**src/dtwgtc_pkg.sv**
```systemverilog
// ----------------------------------------------------------------------------
// dtwgtc_pkg
// Shared constants and controller/datapath interface types of the DTW
// template classifier.
// ----------------------------------------------------------------------------
package dtwgtc_pkg;

  localparam int TEMPLATE_COUNT   = 8;
  localparam int TEMPLATE_MAX_LEN = 64;
  localparam int GESTURE_MAX_LEN  = 255;
  localparam int SAMPLE_WIDTH     = 8;

  localparam int STORE_DEPTH = TEMPLATE_COUNT * TEMPLATE_MAX_LEN;
  localparam int ADDR_W      = $clog2(STORE_DEPTH);
  localparam int T_W         = $clog2(TEMPLATE_COUNT);
  localparam int TCNT_W      = $clog2(TEMPLATE_COUNT + 1);
  localparam int J_W         = $clog2(TEMPLATE_MAX_LEN);
  localparam int LEN_W       = $clog2(TEMPLATE_MAX_LEN + 1);
  localparam int GC_W        = $clog2(GESTURE_MAX_LEN + 1);
  localparam int DIV_W       = $clog2(GESTURE_MAX_LEN + TEMPLATE_MAX_LEN + 1);
  localparam int CELL_W      = 32;
  localparam int LC_W        = 2 * (SAMPLE_WIDTH + 1) + 2;
  localparam int CFG_W       = 4;
  localparam int IDX_W       = 3;
  localparam int DIST_W      = 27;
  localparam int TSW_W       = 3 * SAMPLE_WIDTH;

  localparam logic [CELL_W-1:0] EMPTY_SCORE = CELL_W'(100000000);

  localparam logic OP_LOAD    = 1'b0;
  localparam logic OP_GESTURE = 1'b1;

  typedef struct packed {
    logic           capture;
    logic           load_do;
    logic           row_issue;
    logic           gc_step;
    logic           cls_rd;
    logic           div_start;
    logic           cls_take;
    logic           out_fire;
    logic [T_W-1:0] t;
    logic [J_W-1:0] j;
  } cmd_t;

  typedef struct packed {
    logic              op;
    logic              last;
    logic              gc_full;
    logic              pipe_busy;
    logic              div_done;
    logic [LEN_W-1:0]  cur_len;
    logic [TCNT_W-1:0] n_active;
  } sts_t;

endpackage

```
**src/dtwgtc_ctrl.sv**
```systemverilog
// ----------------------------------------------------------------------------
// dtwgtc_ctrl
// Sequencer: template loads, DTW row sweep over slots, classification loop.
// ----------------------------------------------------------------------------
module dtwgtc_ctrl (
  input  logic               clk_i,
  input  logic               rst_ni,
  input  logic               start,
  output logic               busy,
  input  dtwgtc_pkg::sts_t   sts_i,
  output dtwgtc_pkg::cmd_t   cmd_o
);

  typedef enum logic [7:0] {
    S_IDLE   = 8'b0000_0001,
    S_DISP   = 8'b0000_0010,
    S_RUN    = 8'b0000_0100,
    S_ROWEND = 8'b0000_1000,
    S_CRD    = 8'b0001_0000,
    S_CSTART = 8'b0010_0000,
    S_CWAIT  = 8'b0100_0000,
    S_OUT    = 8'b1000_0000
  } state_e;

  state_e                             state_q, state_d;
  logic [dtwgtc_pkg::TCNT_W-1:0]      t_q, t_d;
  logic [dtwgtc_pkg::LEN_W-1:0]       j_q, j_d;

  always_comb begin
    state_d = state_q;
    t_d     = t_q;
    j_d     = j_q;
    cmd_o   = '0;
    cmd_o.t = t_q[dtwgtc_pkg::T_W-1:0];
    cmd_o.j = j_q[dtwgtc_pkg::J_W-1:0];
    case (state_q)
      S_IDLE: begin
        if (start) begin
          cmd_o.capture = 1'b1;
          state_d       = S_DISP;
        end
      end
      S_DISP: begin
        if (sts_i.op == dtwgtc_pkg::OP_LOAD) begin
          cmd_o.load_do = 1'b1;
          state_d       = S_IDLE;
        end else if (sts_i.gc_full) begin
          state_d = S_ROWEND;
        end else begin
          t_d     = '0;
          j_d     = '0;
          state_d = S_RUN;
        end
      end
      S_RUN: begin
        if (t_q >= sts_i.n_active) begin
          state_d = S_ROWEND;
        end else if (j_q < sts_i.cur_len) begin
          cmd_o.row_issue = 1'b1;
          j_d             = j_q + dtwgtc_pkg::LEN_W'(1);
        end else if (!sts_i.pipe_busy) begin
          t_d = t_q + dtwgtc_pkg::TCNT_W'(1);
          j_d = '0;
        end
      end
      S_ROWEND: begin
        cmd_o.gc_step = 1'b1;
        t_d           = '0;
        state_d       = sts_i.last ? S_CRD : S_IDLE;
      end
      S_CRD: begin
        cmd_o.cls_rd = 1'b1;
        state_d      = S_CSTART;
      end
      S_CSTART: begin
        cmd_o.div_start = 1'b1;
        state_d         = S_CWAIT;
      end
      S_CWAIT: begin
        if (sts_i.div_done) begin
          cmd_o.cls_take = 1'b1;
          if (t_q + dtwgtc_pkg::TCNT_W'(1) < sts_i.n_active) begin
            t_d     = t_q + dtwgtc_pkg::TCNT_W'(1);
            state_d = S_CRD;
          end else begin
            state_d = S_OUT;
          end
        end
      end
      S_OUT: begin
        cmd_o.out_fire = 1'b1;
        state_d        = S_IDLE;
      end
      default: state_d = S_IDLE;
    endcase
  end

  always_ff @(posedge clk_i or negedge rst_ni) begin
    if (!rst_ni) begin
      state_q <= S_IDLE;
      t_q     <= '0;
      j_q     <= '0;
    end else begin
      state_q <= state_d;
      t_q     <= t_d;
      j_q     <= j_d;
    end
  end

  assign busy = (state_q != S_IDLE);

endmodule

```
**config.mk**
```make
export PLATFORM = sky130hd
export DESIGN_NAME = dtwgtc_ctrl
export DESIGN_NICKNAME = d
export VERILOG_FILES = /design/src/dtwgtc_pkg.sv /design/src/dtwgtc_ctrl.sv
export SDC_FILE = /design/constraint.sdc
export NUM_CORES = 1
export LEC_CHECK = 0
export ABC_AREA = 1
export BUFFER_PORTS_ARGS = -buffer_cell sky130_fd_sc_hd__buf_2
export CAP_MARGIN = 20
export CORE_ASPECT_RATIO = 1.5
export CORE_MARGIN = 2
export CORE_UTILIZATION = 49
export DETAILED_ROUTE_END_ITERATION = 6
export PLACE_DENSITY_LB_ADDON = 0.2
export SYNTH_ARGS = -nofsm -noshare
export SYNTH_HDL_FRONTEND = slang
export SYNTH_SLANG_ARGS = --single-unit
```
**constraint.sdc**
```tcl
create_clock -name clk_i -period 1.9 [get_ports clk_i]
set_input_delay 0.19 -clock clk_i [delete_from_list [all_inputs] [get_ports clk_i]]
set_output_delay 0.19 -clock clk_i [all_outputs]
set_load 0.05 [all_outputs]
```
# Yosys cells after proc, flatten, opt, wreduce, memory -nomap -nowiden
# Cells that the tools add are included.
# op_classes
n_shift	0
n_reduce_logical	5
mul	0
n_lt_le_gt_ge	3
eq_ne	19
n_mux	35
bitwise	0
n_div	0
n_addsub	2
# op_table
cell	count
$pmux 8 s7	1
$mux 8	5
$mux 7	5
$mux 4	8
$ne 2x2->1 const B	9
$pmux 4 s4	1
$pmux 7 s2	1
$mux 1	13
$eq 8x1->1 const B	1
$eq 8x2->1 const B	1
$eq 8x3->1 const B	1
$eq 8x4->1 const B	1
$eq 8x5->1 const B	1
$eq 8x6->1 const B	1
$eq 8x7->1 const B	1
$eq 8x8->1 const B	1
$ne 8x1->1 const B	1
$reduce_and 8->1	1
$add 7x1->7 const B	1
$lt 7x7->1	1
$mux 5	1
$reduce_and 5->1	1
$add 4x1->4 const B	1
$ge 4x4->1	1
other kinds (5)	5
# word_totals
rom_bits	0
latchBits	0
reg_bits	19
ram_bits	0
wordCells	67
memories	0

# Logic depth before layout (Yosys ltp)
# logic_depth
depth_word	5
mapped_depth	14
mapped_depth_nobuf	14

# Worst setup path after synthesis
# No wires, ideal clock.
# synth_path
path_type	reg2out
start	register state_q[7]
end	output cmd_o[16] (netlist bit)
required_ns	1.710
arrival_time_ns	2.161
path_buffers	0
path_slack_ns	-0.451
stages_incl_launch_ff	6
path_cell_list	dfrtp_1 -> inv_1 -> nand2_1 -> nor2_2 -> nand4_1 -> nor2_1
# synth_lines
element	line	text
start: declaration	dtwgtc_ctrl.sv:25	state_e state_q, state_d;
start signal: assignment	dtwgtc_ctrl.sv:104	state_q <= state_d;
end: declaration	dtwgtc_ctrl.sv:11	output dtwgtc_pkg::cmd_t cmd_o

# Final worst setup path
# layout_path
start	register t_q[0] (netlist bit)
end	register t_q[1] (netlist bit)
# layout_via
elab_chain_cells	5
# layout_lines
element	line	text
start: declaration	dtwgtc_ctrl.sv:26	logic [dtwgtc_pkg::TCNT_W-1:0] t_q, t_d;
start signal: assignment	dtwgtc_ctrl.sv:105	t_q <= t_d;
branches (longest 5 deep; another with $add 4x1->4)	-	
# Parallel ways; which one is timed is not known. The select of a mux whose other input is x is not followed.
# A chain may end at the register's enable or synchronous reset.

==> results.tsv <==
stage	metric	value	unit
routing	ant_nets	0	
routing	drt-total-wl	4050	um
clock_network	h-tree-depth	1	
finish	drive_above_1_share	43.0	%
placement	place_ws	-0.0990	ns
routing	wl_per_cell	11.8	um
floorplanning	core_area	3420	sq um
power_and_ir_drop	internal_power	0.766	mW
synthesis	netlist_area	1740	sq um
power_and_ir_drop	total_leakage_power	1.31	nW
clock_network	clock-sinks	19	
worst_setup_path	reg2reg_setup_slack	-0.02	ns
floorplanning	rows	26	
power_and_ir_drop	seq_power_share	35.6	%
worst_setup_path	cp.required	2.06	ns
worst_setup_path	r2r_end	t_q[1]$_DFFE_PN0P_	
floorplanning	die_w	52.7	um
timing	post-route-period-util	101	%
run	drv_cap	0	
worst_setup_path	critical_path.endpoint_type	flip-flop	
finish	fillers	314	
hold_path	min_path_cells	3	
timing	fin_worst_skew	0.00821	ns
synthesis	yosysSeqAreaShare	27.4	%
floorplanning	die-area	4060	sq um
clock_network	worstSkewPairLatency	0.27	ns
clock_network	tritoncts	yes	
power_and_ir_drop	p_total	1.33	mW
placement	port_buffers	36	
worst_setup_path	path_cells	ha_2, or2_4, nand2_4, ha_4, nand2_1, inv_1, nand2_1, nand2_2, nand2_2, inv_2, nor2_2, nand3_2, nand2_1, nand2_1	
clock_network	cts_max_path_buffers	2	
routing	dr.pass1.iters	4	
global_routing	grt_max_degree	20	
global_routing	grt_pass1_wl	6840	um
routing	num_vias	1702	
power_and_ir_drop	peakVddDrop	0.000487	V
synthesis	netlist_instances	246	
routing	drc	0	
global_routing	grt_antenna_before_repair	0	
worst_setup_path	critPathKind	flip-flop to flip-flop	
timing	rsz0062_at_grt	true	
worst_setup_path	crit_path_max_incr_delay	0.42	ns
worst_setup_path	cpMostUsedCell	nand2_1	
synthesis	synth_fp_nets	281	
finish	synthToLayoutAreaGrowth	33.4	%
global_routing	grt_pass1_vias	1704	
worst_setup_path	worstPathArrival	2.08	ns
timing	hold_viol	0	
floorplanning	ios	37	
worst_setup_path	startpoint	t_q[0]$_DFFE_PN0P_	
worst_setup_path	r2r_start	t_q[0]$_DFFE_PN0P_	
synthesis	avgSynthCellArea	7.09	sq um
clock_network	numCtsBuffers	3	
finish	final_common_cell	nand2_1	
power_and_ir_drop	clkPwrFrac	22.5	%
timing	fin_crit	1.92	ns
routing	via_per_inst	4.95	
power_and_ir_drop	power_density	570	nW/um^2
power_and_ir_drop	power_switching_share	42.2	%
finish	final_cell_mix	nand2_1, inv_1, buf_2	
routing	first_iter_violations	21	
finish	fin_nets	338	
worst_setup_path	crit_slowest_cell	dfrtp_1	
status	violations	setup timing	
synthesis	yosysWarnings	0	
hold_path	hp-start	start	
timing	worst_slack	-0.0197	ns
hold_path	hold_end	state_q[1]$_DFFE_PN0P_	
synthesis	ys_seq_elements	19	
timing	tightest_slew	0.447	ns
timing	finalSetupViolCount	4	
hold_path	hold_class	input pin to flip-flop	
finish	antennaDiodeCount	0	
worst_setup_path	cp_max_fo	4	
placement	dp_hpwl	3060	um
power_and_ir_drop	switching_power	0.560	mW
status	status	finished, violations left	
timing	drv_slew	0	
clock_network	clk_pin_slew	0.08	ns
finish	final_core_utilization	68.1	%
timing	slew_headroom	70.2	%
floorplanning	die_y	77.0	um
global_routing	grt_use_total	21.9	%
synthesis	synth_cell_types	28	
power_and_ir_drop	pwr-share-comb	41.9	%
clock_network	cts_root_buffer	clkbuf_8	
global_routing	gr-total-overflow	0	
worst_setup_path	worstRegToRegCells	14	
placement	routabilityCongestion	0.831	
timing	fmax	521	MHz
floorplanning	start_util	51.0	%
worst_setup_path	crit_path_start_kind	flip-flop	
[what timing repair did]
action / in CTS / in global routing
resized for setup: 18 / 19
hold buffers: 1 / 0
endpoints found under the hold margin: 18 / 0
buffers inserted: 7 / 4
pin swaps: 8 / 12
setup endpoints to repair: 5 / 18
[layout make-up]
cell class,count,area (sq um),share of cell area [%]
clock buffer,3,41.3,1.78
sequential,19,479,20.6
tap,42,52.6,2.26
inverter,43,161,6.94
multi-input combinational,174,1180,50.8
timing repair buffer,62,404,17.4
clock inverter,1,5.00,0.215
[cells by family after synthesis]
| kind of cell | Yosys count | synth area share (%) |
|---|---|---|
| AO/OA/AOI/OAI | 17 | 5.89 |
| XOR/XNOR | 6 | 3.02 |
| adder cells (fa/ha/maj) | 16 | 11.5 |
| buffers and inverters | 53 | 13.8 |
| flip-flops | 19 | 27.4 |
| AND/OR/NAND/NOR | 135 | 38.5 |
[cell usage after synthesis]
library cell  count  area, sq um
nand3_1          18         90.1
dfstp_2           1         26.3
nor4_1            1         6.26
nand2_1          59          221
nor2_2            7         43.8
xor2_1            5         43.8
dfrtp_1          18          450
buf_4             9         67.6
or2_1             1         6.26
ha_1             16          200
a21oi_1           8         40.0
nor2_4            2         22.5
nand2_2           8         50.1
or2_2             2         12.5
nand3_4           1         17.5
o21ai_1           3         15.0
inv_1            43          161
nand2_4           2         22.5
nor2_1           26         97.6
buf_6             1         11.3
nand4_1           5         31.3
nor2_8            1         20.0
nand3b_1          1         7.51
o21ai_2           4         35.0
xnor2_1           1         8.76
o21ai_0           1         5.00
nand4_4           1         21.3
o21bai_1          1         7.51
[how the worst max path moves through the flow]
stage,to,slack (ns)
5_1_grt,t_q[3]$_DFFE_PN0P_,-0.13
2_1_floorplan,cmd_o[16],-0.21
3_5_place_dp,t_q[2]$_DFFE_PN0P_,-0.1
6_report,t_q[1]$_DFFE_PN0P_,-0.02
3_3_place_gp,t_q[0]$_DFFE_PN0P_,-0.07
4_1_cts,cmd_o[15],0.002
[power groups by stage]
stage                     clock [mW]  sequential (mW)  combinational (mW)
after floorplan                    0            0.477               0.387
after global placement             0            0.480               0.498
after detailed placement           0            0.480               0.499
after CTS                      0.301            0.473               0.528
after global routing           0.312            0.478               0.621
final                          0.298            0.472               0.556
[flip-flops by register name, indices dropped and copies added (netlist names)]
| name | count |
|---|---|
| j_q | 7 |
| state_q | 8 |
| t_q | 4 |
[worst max-delay path, delay by kind of cell, from the launching register on]
kind                     cells  cell delay, ns
AND/OR/NAND/NOR             10            0.92
flip-flops                   1            0.42
adder cells (fa/ha/maj)      2            0.39
buffers and inverters        2            0.08
[per-layer routing]
metal	share of wire [%]	vias up	track usage, %	wire length, um
met1	38	796	23.4	1530
met5	0	-	0	0
met4	2.1	0	7.95	87
met3	2.0	10	2.53	81
li1	-	869	-	-
met2	58	27	41.6	2350
[through the flow]
step / instances / cell area [sq um] / hold slack [ns] / setup TNS [ns]
finish: 344 / 2320 / 0.186 / -0.0689
CTS: 340 / 2240 / 0.182 / 0
floorplan: 246 / 1770 / -0.106 / -0.309
global route: 344 / 2320 / 0.201 / -0.511
global placement: 328 / 2030 / 0.168 / -0.252
detailed placement: 328 / 2030 / 0.163 / -0.379
No activity file was read; power rests on OpenSTA's default activity.
